### src/hw/rtl/set_function_modularity_checker_top_assert.svh
// ----------------------------------------------------------------------------
// Assertion macros for the set function modularity checker
// Shared concurrent assertion forms, clocked on clock and off during reset.
// ----------------------------------------------------------------------------
`ifndef SET_FUNCTION_MODULARITY_CHECKER_TOP_ASSERT_SVH
`define SET_FUNCTION_MODULARITY_CHECKER_TOP_ASSERT_SVH

// Same-cycle implication
`define SFMC_ASSERT_IMPL(label, ante, cons) \
   label: assert property (@(posedge clock) disable iff (reset) (ante) |-> (cons)) \
      else $error("sfmc assertion failed");

// Next-cycle implication
`define SFMC_ASSERT_NEXT(label, ante, cons) \
   label: assert property (@(posedge clock) disable iff (reset) (ante) |=> (cons)) \
      else $error("sfmc assertion failed");

`endif

### src/hw/rtl/sfmc_pkg.sv
// ----------------------------------------------------------------------------
// sfmc_pkg
// Types, codes and size defaults for the set function modularity checker.
// ----------------------------------------------------------------------------
package sfmc_pkg;

   // Default sizes
   localparam int MAX_VARIABLES_DEFAULT = 8;
   localparam int VALUE_BITS_DEFAULT    = 32;

   // Fixed port widths
   localparam int FUNC_VALUE_W = 32;
   localparam int SET_W        = 8;
   localparam int MODE_W       = 2;
   localparam int NVAR_W       = 4;
   localparam int CSR_INDEX_W  = 2;
   localparam int CSR_DATA_W   = 4;

   // Register indexes
   localparam logic [CSR_INDEX_W-1:0] CSR_CHECK_MODE    = 2'd0;
   localparam logic [CSR_INDEX_W-1:0] CSR_NUM_VARIABLES = 2'd1;

   // Check modes
   localparam logic [MODE_W-1:0] MODE_SUBMODULAR   = 2'd0;
   localparam logic [MODE_W-1:0] MODE_SUPERMODULAR = 2'd1;
   localparam logic [MODE_W-1:0] MODE_POSIMODULAR  = 2'd2;
   localparam logic [MODE_W-1:0] MODE_NEGIMODULAR  = 2'd3;

   // Register reset values
   localparam logic [MODE_W-1:0] CHECK_MODE_RESET    = MODE_SUBMODULAR;
   localparam logic [NVAR_W-1:0] NUM_VARIABLES_RESET = 4'd2;

   // One result item
   typedef struct packed {
      logic             holds;
      logic [SET_W-1:0] first_set;
      logic [SET_W-1:0] second_set;
   } sfmc_result_type;

endpackage

### src/hw/rtl/sfmc_walk.sv
// ----------------------------------------------------------------------------
// sfmc_walk
// Pair walker: issues table reads for each pair and compares the two sums.
// ----------------------------------------------------------------------------
module sfmc_walk import sfmc_pkg::*; #(
   parameter int MAX_VARIABLES = MAX_VARIABLES_DEFAULT,
   parameter int VALUE_BITS    = VALUE_BITS_DEFAULT
) (
   input  logic                     clock,
   input  logic                     reset,
   input  logic                     go,
   input  logic [MAX_VARIABLES-1:0] top_idx,
   input  logic [MODE_W-1:0]        check_mode,
   output logic [MAX_VARIABLES-1:0] rd_addr_a,
   output logic [MAX_VARIABLES-1:0] rd_addr_b,
   input  logic [VALUE_BITS-1:0]    rd_data_a,
   input  logic [VALUE_BITS-1:0]    rd_data_b,
   output logic                     done,
   output sfmc_result_type          result
);

   `include "set_function_modularity_checker_top_assert.svh"

   logic                         run_ff, run_in;
   logic                         ph_ff, ph_in;
   logic [MAX_VARIABLES-1:0]     lo_ff, lo_in;
   logic [MAX_VARIABLES-1:0]     hi_ff, hi_in;
   logic [MAX_VARIABLES-1:0]     top_ff, top_in;
   logic                         cmp_v_ff, cmp_v_in;
   logic                         cmp_last_ff, cmp_last_in;
   logic [MAX_VARIABLES-1:0]     cmp_lo_ff, cmp_lo_in;
   logic [MAX_VARIABLES-1:0]     cmp_hi_ff, cmp_hi_in;
   logic signed [VALUE_BITS:0]   lhs_ff, lhs_in;
   logic                         done_ff, done_in;
   sfmc_result_type              result_ff, result_in;

   logic                         lattice;
   logic                         greater;
   logic signed [VALUE_BITS:0]   pair_sum;
   logic                         bad;
   logic                         last_pair;
   logic [MAX_VARIABLES+7:0]     lo_ext;
   logic [MAX_VARIABLES+7:0]     hi_ext;

   assign lattice = (check_mode == MODE_SUBMODULAR) || (check_mode == MODE_SUPERMODULAR);
   assign greater = (check_mode == MODE_SUPERMODULAR) || (check_mode == MODE_NEGIMODULAR);

   // Address the pair itself, then its meet and join (or differences)
   always_comb begin
      if (!ph_ff) begin
         rd_addr_a = lo_ff;
         rd_addr_b = hi_ff;
      end else if (lattice) begin
         rd_addr_a = lo_ff & hi_ff;
         rd_addr_b = lo_ff | hi_ff;
      end else begin
         rd_addr_a = lo_ff & ~hi_ff;
         rd_addr_b = hi_ff & ~lo_ff;
      end
   end

   // Exact sum of the two read values
   assign pair_sum = $signed({rd_data_a[VALUE_BITS-1], rd_data_a})
                   + $signed({rd_data_b[VALUE_BITS-1], rd_data_b});

   assign bad = cmp_v_ff && (greater ? (lhs_ff > pair_sum) : (lhs_ff < pair_sum));

   assign last_pair = (hi_ff == top_ff) && ((lo_ff + 1'b1) == top_ff);

   // Low eight bits of the reported masks
   assign lo_ext = {8'd0, cmp_lo_ff};
   assign hi_ext = {8'd0, cmp_hi_ff};

   // Next state of the walk
   always_comb begin
      run_in      = run_ff;
      ph_in       = ph_ff;
      lo_in       = lo_ff;
      hi_in       = hi_ff;
      top_in      = top_ff;
      cmp_v_in    = 1'b0;
      cmp_last_in = cmp_last_ff;
      cmp_lo_in   = cmp_lo_ff;
      cmp_hi_in   = cmp_hi_ff;
      lhs_in      = lhs_ff;
      done_in     = 1'b0;
      result_in   = result_ff;

      if (go) begin
         run_in = 1'b1;
         ph_in  = 1'b0;
         lo_in  = '0;
         hi_in  = MAX_VARIABLES'(1);
         top_in = top_idx;
      end else if (bad) begin
         // Drop the rest of the walk on the first violation
         run_in               = 1'b0;
         ph_in                = 1'b0;
         done_in              = 1'b1;
         result_in.holds      = 1'b0;
         result_in.first_set  = lo_ext[SET_W-1:0];
         result_in.second_set = hi_ext[SET_W-1:0];
      end else begin
         if (cmp_v_ff && cmp_last_ff) begin
            done_in              = 1'b1;
            result_in.holds      = 1'b1;
            result_in.first_set  = '0;
            result_in.second_set = '0;
         end
         if (run_ff) begin
            ph_in = !ph_ff;
            if (ph_ff) begin
               // Pair sum read back: hold it and advance to the next pair
               lhs_in      = pair_sum;
               cmp_v_in    = 1'b1;
               cmp_last_in = last_pair;
               cmp_lo_in   = lo_ff;
               cmp_hi_in   = hi_ff;
               if (last_pair) begin
                  run_in = 1'b0;
               end else if (hi_ff == top_ff) begin
                  lo_in = lo_ff + 1'b1;
                  hi_in = lo_ff + MAX_VARIABLES'(2);
               end else begin
                  hi_in = hi_ff + 1'b1;
               end
            end
         end
      end
   end

   // Hold state
   always_ff @(posedge clock) begin
      if (reset) begin
         run_ff   <= 1'b0;
         ph_ff    <= 1'b0;
         cmp_v_ff <= 1'b0;
         done_ff  <= 1'b0;
      end else begin
         run_ff   <= run_in;
         ph_ff    <= ph_in;
         cmp_v_ff <= cmp_v_in;
         done_ff  <= done_in;
      end
   end

   always_ff @(posedge clock) begin
      lo_ff       <= lo_in;
      hi_ff       <= hi_in;
      top_ff      <= top_in;
      cmp_last_ff <= cmp_last_in;
      cmp_lo_ff   <= cmp_lo_in;
      cmp_hi_ff   <= cmp_hi_in;
      lhs_ff      <= lhs_in;
      result_ff   <= result_in;
   end

   assign done   = done_ff;
   assign result = result_ff;

   // A result follows a comparison in the cycle before
   `SFMC_ASSERT_IMPL(a_done_after_cmp, done_ff, $past(cmp_v_ff))
   // Comparisons never come back to back
   `SFMC_ASSERT_NEXT(a_cmp_spacing, cmp_v_ff, !cmp_v_ff)
   // The walk only visits ordered pairs
   `SFMC_ASSERT_IMPL(a_pair_order, run_ff && !ph_ff, hi_ff > lo_ff)

endmodule

### config.mk
export PLATFORM = sky130hd
export DESIGN_NAME = sfmc_walk
export DESIGN_NICKNAME = d
export VERILOG_FILES = /design/src/hw/rtl/sfmc_pkg.sv /design/src/hw/rtl/sfmc_walk.sv
export VERILOG_INCLUDE_DIRS = /design/src /design/src/hw/rtl
export SDC_FILE = /design/constraint.sdc
export NUM_CORES = 1
export LEC_CHECK = 0
export ABC_AREA = 1
export BUFFER_PORTS_ARGS = -buffer_cell sky130_fd_sc_hd__buf_2
export CORE_MARGIN = 10
export CORE_UTILIZATION = 53
export CTS_BUF_LIST = sky130_fd_sc_hd__clkbuf_8
export DETAILED_ROUTE_END_ITERATION = 7
export PLACE_DENSITY = 0.79
export SETUP_SLACK_MARGIN = 0.1
export SLEW_MARGIN = 20
export SYNTH_ARGS = -nofsm -noshare
export SYNTH_HDL_FRONTEND = slang
export SYNTH_SLANG_ARGS = --single-unit
### constraint.sdc
create_clock -name clock -period 7.7 [get_ports clock]
set_clock_uncertainty 0.15 [all_clocks]
set_input_delay 1.54 -clock clock [delete_from_list [all_inputs] [get_ports clock]]
set_output_delay 1.54 -clock clock [all_outputs]
set_load 0.01 [all_outputs]
; ---- After elaboration in Yosys (flattened, before gate mapping)
; Cells that the tools add are included.
[word_totals]
out_inout_bits = 34
register_bits = 95
word_cells = 65
inputBits = 77
[classes]
addsub = 4
muxes = 16
eq_ne = 4
n_lt_le_gt_ge = 2
bitwise_logic = 10
n_reduce_logical = 15
[op_table]
columns = cell, count
row1 = 8-bit two-way mux, 5
row2 = 32-bit by 32-bit adder with 33-bit output, 1
row3 = 33-bit greater-than comparator, 1
row4 = 33-bit < comparator, 1
row5 = 8-bit bitwise AND, 3
row6 = 17-bit two-way mux, 1
row7 = 8-bit by 1-bit adder with 8-bit output (second input constant), 2
row8 = 8-bit equality test, 2
row9 = 16-bit two-way mux, 1
row10 = 8-bit inverter, 2
row11 = 1-bit two-way mux, 9
row12 = 8-bit by 2-bit adder with 8-bit output (second input constant), 1
row13 = 8-bit bitwise OR, 1
row14 = 4-bit AND reduction, 2
row15 = 5-bit AND reduction, 1
row16 = 1-bit inverter, 4
row17 = 4-bit OR reduction, 1
row18 = 1-bit logical AND, 3
row19 = 3-bit OR reduction, 1
row20 = 2-bit by 1-bit equality test with 1-bit output (second input constant), 1
row21 = 2-bit equality test (second input constant), 1
row22 = 2-bit zero test, 1
row23 = 1-bit logical OR, 2
row24 = 2-bit AND reduction, 1
row25 = other kinds (3), 3

; ---- Longest topological paths before layout
; Gate-level depths: netlist of the first run.
[logic_depth]
depth_word = 8
ltp_mapped = 35
mapped_depth_nobuf = 34

; ---- Least setup slack after synthesis of the first run
; OpenSTA, ideal clock, no wires.
[synth_timing]
path_type = input -> register
start = in rd_data_a[3]
end = reg cmp_hi_ff[0] (enable)
path_slack_ps = -29
required_time_ps = 7092
arrival_time_ps = 7121
n_path_buf = 0
cell_stages = 27
path_cell_list = ha_1 > a21oi_1 > o21ai_0 > nor2_1 > o21ai_2 > a31oi_1 > o21ai_2 > a21oi_1 > o21ai_2 > a21oi_1 > o21ai_2 > nand2_1 > nand2_1 > nand2_1 > nand2_1 > ha_1 > a21oi_1 > o21ai_0 > nand3_1 > a21oi_1 > a211oi_1 > nand2_2 > nand2_1 > nand3_2 > nand3_4 > nand2_1 > nor2_1
[synth_between]
elab_chain_cells = 6
word_cells_on_any_way = 7
cone_classes = 1 x add/sub / 2 x order compare / 1 x mux / 1 x bitwise / 2 x reduce/logical
[synth_rtl]
columns = item, line_no
row1 = from (decl), sfmc_walk.sv:16  ; input logic [VALUE_BITS-1:0] rd_data_a,
row2 = 32-bit by 32-bit adder with 33-bit output (*), sfmc_walk.sv:64  ; + $signed({rd_data_b[VALUE_BITS-1], rd_data_b});
row3 = 33-bit < comparator / 33-bit greater-than comparator (equally long branches), sfmc_walk.sv:66  ; assign bad = cmp_v_ff && (greater ? (lhs_ff > pair_sum) : (lhs_ff < pair_sum));
row4 = 1-bit two-way mux (*), sfmc_walk.sv:66
row5 = 1-bit logical AND (*), sfmc_walk.sv:66
row6 = 1-bit inverter (no line) (*), --
row7 = 4-bit AND reduction (no line) (*), --
row8 = to (signal assigned), sfmc_walk.sv:153  ; cmp_hi_ff <= cmp_hi_in;
row9 = to (decl), sfmc_walk.sv:32  ; logic [MAX_VARIABLES-1:0] cmp_hi_ff, cmp_hi_in;
; Mark *: on every way between the ends. The rest lies on a longest branch, timed or not.
; A chain may end at the register's enable or synchronous reset.

; ---- Worst setup path after layout of the first run
[layout_timing]
start = in rd_data_a[3]
end = reg lhs_ff[22] (enable)
[layout_between]
elab_chain_cells = 6
word_cells_on_any_way = 7
cone_classes = 1 x add/sub / 2 x order compare / 1 x mux / 1 x bitwise / 2 x reduce/logical
[layout_rtl]
columns = item, line_no
row1 = 32-bit by 32-bit adder with 33-bit output (*), sfmc_walk.sv:64
row2 = 33-bit < comparator / 33-bit greater-than comparator (equally long branches), sfmc_walk.sv:66
row3 = 1-bit two-way mux (*), sfmc_walk.sv:66
row4 = 1-bit logical AND (*), sfmc_walk.sv:66
row5 = 1-bit inverter (no line) (*), --
row6 = 4-bit AND reduction (no line) (*), --
row7 = to (signal assigned), sfmc_walk.sv:154  ; lhs_ff <= lhs_in;
row8 = to (decl), sfmc_walk.sv:33  ; logic signed [VALUE_BITS:0] lhs_ff, lhs_in;
; Marks and branches as above.

==> results.cfg, run 1 <==
[cells_and_area]
drive_gt1_frac = 0.165
multi_input_area_mm2 = 0.00338
area_growth_pct = 14.1
seq_area_mm2 = 0.00265
fin_nets = 1073
fillers = 1089

[pwr]
leakage_uw = 0.00385
p_per_area_mw_per_mm2 = 162
ir_drop_mv = 0.104

[place]
place_hpwl_um = 12200
port_buffers = 110
routabilityCongestion = 0.895

[clocking]
post_cts_buffers = 0
numCtsBuffers = 9
cts-hold-fix-buffers = 0
root_buffer = clkbuf_8
clock_latency_ns = 0.37
clk_path_buf_depth = 2
postCtsResizedCells = 0
cts_sinks = 95
htreeDepth = 3
cts_tree = built
path_clk_slew_ns = 0.10

[detailed_routing]
wl_per_cell_um = 13.6
num_vias = 5653
drtAntennaViolNets = 0
viasPerCell = 5.13
postRouteWirelength_um = 14900
drt_iter0_drc = 444
drcViolationCount = 0
dr.pass1.iters = 5

[sta]
setup_viol_count_final = 0
worst_slew_pin_slew_ns = 0.590
slew_headroom = 0.606
finalHoldViolCount = 0
rsz0062_at_grt = false
period_minus_slack_ns = 6.45
fin_setup_tns_ns = 0
slew_viol_final = 0
fin_crit_sh = 0.838
fmax_mhz = 155
whs_ns = 0.353

[synth]
synth_seq_cells = 95
yosysMostFrequentCell = nand2_1
yosysTopAreaCell = edfxtp_1
avgSynthCellArea_um2 = 8.12
ys_top_cells_by_count = 176 x nand2_1, 142 x inv_1, 77 x nor2_1, 75 x edfxtp_1, 67 x ha_1
ys.flop_type = edfxtp_1
yosysSeqAreaShare = 0.401
yosys-top-cells-area = edfxtp_1 34%, ha_1 13%, nand2_1 10%, inv_1 8.1%, dfxtp_1 6.0%
ys_warn_count = 0
netlist_area_mm2 = 0.00662
ys_types = 38
synth-edff-count = 75
syn_inst = 815
synth_nets = 960
netlist.area_leader.share = 0.340
async_reset_ff_frac = 0

[die]
fp-row-count = 40
die-area_mm2 = 0.0174
core_mm2 = 0.0121
die_h_um = 132
pin_count = 111
initial_core_util = 0.546
fp.dieW_um = 132

[run]
maxCapViolations = 0

[global_routing]
antenna_found_initial = 0
grt_max_degree = 29
grt_usage = 0.168
grt_pass1_wl_um = 24600
gr-total-overflow = 0
grt_pass1_vias = 5364

[worst_setup_path]
critPathTopFamily = compound AO/OA/AOI/OAI gates
end_kind = flip-flop
critical_path_buf_inv_count = 2
cpPeakStageDelay_ns = 0.36
crit_type = in2reg
cp_max_fo = 28
required_ns = 7.58
arrival_ns = 6.33
crit_path_top_delay_cell = a31oi_1
critical_path.startpoint_type = input port
critPathMostFrequentCell = nand2_1

[min_path]
hold_path.class = reg2reg

[status]
status = finished, final reports clean
[metal layers]
layer / wire length [µm] / track usage / up-vias / share of wire
li1: - / - / 2904 / -
met5: 0 / 0 / - / 0
met4: 291 / 0.0519 / 0 / 0.019
met3: 937 / 0.0396 / 24 / 0.063
met1: 6870 / 0.215 / 2556 / 0.46
met2: 6840 / 0.274 / 169 / 0.46
[through the flow]
| step | util | cells | instance area (µm²) | total power, µW | setup WS [ns] |
|---|---|---|---|---|---|
| after floorplan | - | 815 | 6620 | 812 | 0.803 |
| after global placement | 0.607 | 1085 | 7350 | 888 | 1.06 |
| after detailed placement | 0.607 | 1085 | 7350 | 897 | 0.867 |
| after CTS | 0.623 | 1100 | 7550 | 1230 | 1.25 |
| after global routing | 0.623 | 1100 | 7550 | 1300 | 0.668 |
| final | 0.624 | 1101 | 7550 | 1230 | 1.25 |
[cell type report]
cell class                 instances  share of cell area
antenna                            1            0.000331
inverter                         144              0.0716
clock buffer                       9              0.0164
timing repair buffer             113              0.0759
sequential                        95               0.351
multi-input combinational        565               0.447
tap                              168              0.0278
clock inverter                     6             0.00994
[cells by family after synthesis]
family,after synthesis,share of synthesized area
AND/OR/NAND/NOR,330,0.216
adder cells (fa/ha/maj),68,0.130
flip-flops,95,0.401
buffers and inverters,155,0.0909
AO/OA/AOI/OAI,119,0.0994
XOR/XNOR,48,0.0635
[cell usage in the layout, fill, tap and decap left out, types with 5 or more instances in the layout]
master,Yosys,layout
a21oi_1,50,49
buf_2,4,110
clkbuf_8,0,9
dfxtp_1,20,20
edfxtp_1,75,75
ha_1,67,67
inv_1,142,142
nand2_1,176,176
nand2_2,5,5
nand3_1,30,30
nand4_1,12,12
nor2_1,77,76
nor3_1,12,12
nor4_1,5,5
o21ai_0,44,44
xnor2_1,13,13
xor2_1,35,35
[flip-flops by register name (all words and copies together), names as in the netlist]
register and cells:
hi_ff 8, lo_ff 8, lhs_ff 33, result 17
done 1, ph_ff 1, cmp_last_ff 1, top_ff 8
run_ff 1, cmp_v_ff 1, cmp_hi_ff 8, cmp_lo_ff 8
[final timing paths]
check / slack, ns / cells past startpoint / from / to
worst max-delay path: 1.25 / 29 / rd_data_a[3] / lhs_ff[22]$_DFFE_PP_
worst min-delay path: 0.35 / 0 / lo_ff[6]$_SDFFE_PP0P_ / cmp_lo_ff[6]$_DFFE_PP_
worst max register to register: 4.35 / 20 / lhs_ff[8]$_DFFE_PP_ / lhs_ff[22]$_DFFE_PP_
worst min register to register: 0.35 / 0 / lo_ff[6]$_SDFFE_PP0P_ / cmp_lo_ff[6]$_DFFE_PP_
[where the power goes]
part	leakage (µW)	internal [µW]	total, µW	switching, µW
logic	0.00290	123	313	190
registers	0.000856	568	575	7.21
clock network	0.0000982	153	339	185
total	0.00385	844	1230	382
No activity file was read; power rests on OpenSTA's default activity.
==> inputs of run 2 (changes only) <==
Settings changed: ABC_AREA 1 to 0.
Clock period 7.7 ns to 5.7 ns, I/O delays scaled along.
==> run 2 against run 1 <==
  * The run now ends with setup timing left
  * Hold slack improved by 0.028 ns
  * Wire length is 24% higher
  * Final cell count fell by 3.1%
  * Sequential share of layout area decreased by 6.1 points
  * Die area is 0.65% higher
  * Clock power up 36%
  * Via count increased by 6.5%
  * Cell area grew 21%
  * Synthesized area up 0.76%
  * Worst setup slack got worse by 1.6 ns
  * Count of clock-buffer cells in the layout is the same
  * Largest power group unchanged
  * Highest routed layer unchanged
==> results.cfg, run 2 <==
[status]
status = finished with violations
violations = setup timing

[worst_setup_path]
cpPeakStageDelay_ns = 0.37
cp_max_fo = 8
crit_type = in2reg
end_kind = flip-flop
crit_path_top_delay_cell = o31ai_2
arrival_ns = 6.00
required_ns = 5.67
critical_path.startpoint_type = input port

[pwr]
leakage_uw = 0.00392
p_total_uw = 1810
p_per_area_mw_per_mm2 = 199
ir_drop_mv = 0.123

[clocking]
path_clk_slew_ns = 0.11
cts_sinks = 95
clock_latency_ns = 0.39
cts_tree = built
numCtsBuffers = 9
clk_path_buf_depth = 2
cts-hold-fix-buffers = 0
htreeDepth = 3
root_buffer = clkbuf_8

[die]
initial_core_util = 0.548
fp-row-count = 40
fp.dieW_um = 132
pin_count = 111
die-area_mm2 = 0.0175
core_mm2 = 0.0122
die_h_um = 132

[synth]
synth-edff-count = 75
syn_inst = 668
ys_types = 75
synth_nets = 813
synth_seq_cells = 95
yosysTopAreaCell = edfxtp_1
yosysMostFrequentCell = edfxtp_1
ys_warn_count = 0
yosys-top-cells-area = edfxtp_1 34%, ha_1 13%, xnor2_1 6.0%, dfxtp_1 6.0%, a21oi_1 3.5%
avgSynthCellArea_um2 = 9.98
netlist_area_mm2 = 0.00667
async_reset_ff_frac = 0
ys.flop_type = edfxtp_1
yosysSeqAreaShare = 0.398
ys_top_cells_by_count = 75 x edfxtp_1, 67 x ha_1, 52 x inv_1, 47 x a21oi_1, 46 x xnor2_1
netlist.area_leader.share = 0.338

[run]
maxCapViolations = 0

[sta]
slew_viol_final = 0
fin_crit_sh = 1.06
rsz0062_at_grt = true
finalHoldViolCount = 0
slew_headroom = 0.388
worst_slew_pin_slew_ns = 0.916
fmax_mhz = 166
setup_viol_count_final = 102
period_minus_slack_ns = 6.03
fin_ws_ns = -0.330

[cells_and_area]
layout_common_cells = 110 x buf_4, 108 x buf_2, 75 x edfxtp_1
area_growth_pct = 36.8
fin_nets = 1039
drive_gt1_frac = 0.380
largest_register = lhs_ff
layout_commonest_cell = buf_4
antenna_cells = 0
utilization = 0.750
largest_reg_flops = 33
fin_area_mm2 = 0.00913
fillers = 779

[detailed_routing]
postRouteWirelength_um = 18500
num_vias = 6023
drtAntennaViolNets = 0
drt_iter0_drc = 457
wl_per_cell_um = 17.4
drcViolationCount = 0
viasPerCell = 5.64
dr.pass1.iters = 5

[place]
routabilityCongestion = 0.914
place_hpwl_um = 12900
port_buffers = 110
place_area_mm2 = 0.00811

[global_routing]
grt_max_degree = 31
antenna_found_initial = 0
gr-total-overflow = 0
grt_pass1_wl_um = 29200
grt_usage = 0.196
grt_pass1_vias = 6124

[min_path]
hold_path.class = reg2reg
[run 2: kinds of logic (layout without fill, tap and decap cells)]
| group | after synthesis | in the layout | synth area share |
|---|---|---|---|
| compound gates | 176 | 176 | 0.180 |
| xor+xnor | 62 | 62 | 0.0814 |
| fa+ha+maj | 68 | 68 | 0.129 |
| buf+inv | 82 | 313 | 0.0557 |
| flops | 95 | 95 | 0.398 |
| mux | 4 | 4 | 0.00825 |
| simple gates | 181 | 181 | 0.148 |
[run 2: cell type report]
type	instances	area, µm²	area share
Timing Repair Buffer	244	1840	0.201
Sequential cell	95	2650	0.291
Inverter	53	199	0.0218
Multi-Input combinational cell	491	4020	0.441
Tap cell	168	210	0.0230
Clock buffer	9	124	0.0136
Clock inverter	7	81.3	0.00891
[run 2: final timing paths]
path,start,endpoint,slack [ns],cells after the start
worst max-delay path,rd_data_a[1],result[3]$_SDFFCE_PN0P_,-0.33,28
worst min-delay path,cmp_hi_ff[5]$_DFFE_PP_,result[5]$_SDFFCE_PN0P_,0.38,1
worst max register to register,lo_ff[2]$_SDFFE_PP0P_,run_ff$_SDFF_PP0_,2.03,11
worst min register to register,cmp_hi_ff[5]$_DFFE_PP_,result[5]$_SDFFCE_PN0P_,0.38,1
[run 2: repair_timing]
item                       CTS  global route
resized for setup           24            48
buffers inserted            24            14
setup endpoints to repair   83           104
cloned                       4             5
pin swaps                   17            42
[run 2: per-stage QoR]
step,hold slack [ns],setup slack (ns),instances,setup TNS [ns]
after global routing,0.403,-0.587,1067,-50.87
after detailed placement,0.358,-0.595,1004,-50.23
final,0.381,-0.330,1067,-21.72
after global placement,0.355,-0.404,1004,-32.32
after CTS,0.378,-0.0732,1048,-2.63
after floorplan,0.256,-0.538,668,-27.34
[run 2: metal layers]
| layer | GRT usage | share of wire | vias up |
|---|---|---|---|
| met3 | 0.0412 | 0.061 | 24 |
| li1 | - | - | 2911 |
| met2 | 0.331 | 0.50 | 208 |
| met1 | 0.244 | 0.43 | 2880 |
| met5 | 0 | 0 | - |
| met4 | 0.0599 | 0.014 | 0 |
[run 2: power by group]
group	internal [µW]	switching, µW	total (µW)
Sequential	764	10.6	775
Clock	176	285	461
Combinational	294	284	578
Total	1230	580	1810
[run 2: critical path, delay by kind of cell]
kind | cells | cell delay (ns)
compound gates | 11 | 2.26
xor+xnor | 1 | 0.14
fa+ha+maj | 2 | 0.46
buf+inv | 7 | 0.93
mux | 1 | 0.24
simple gates | 6 | 0.77
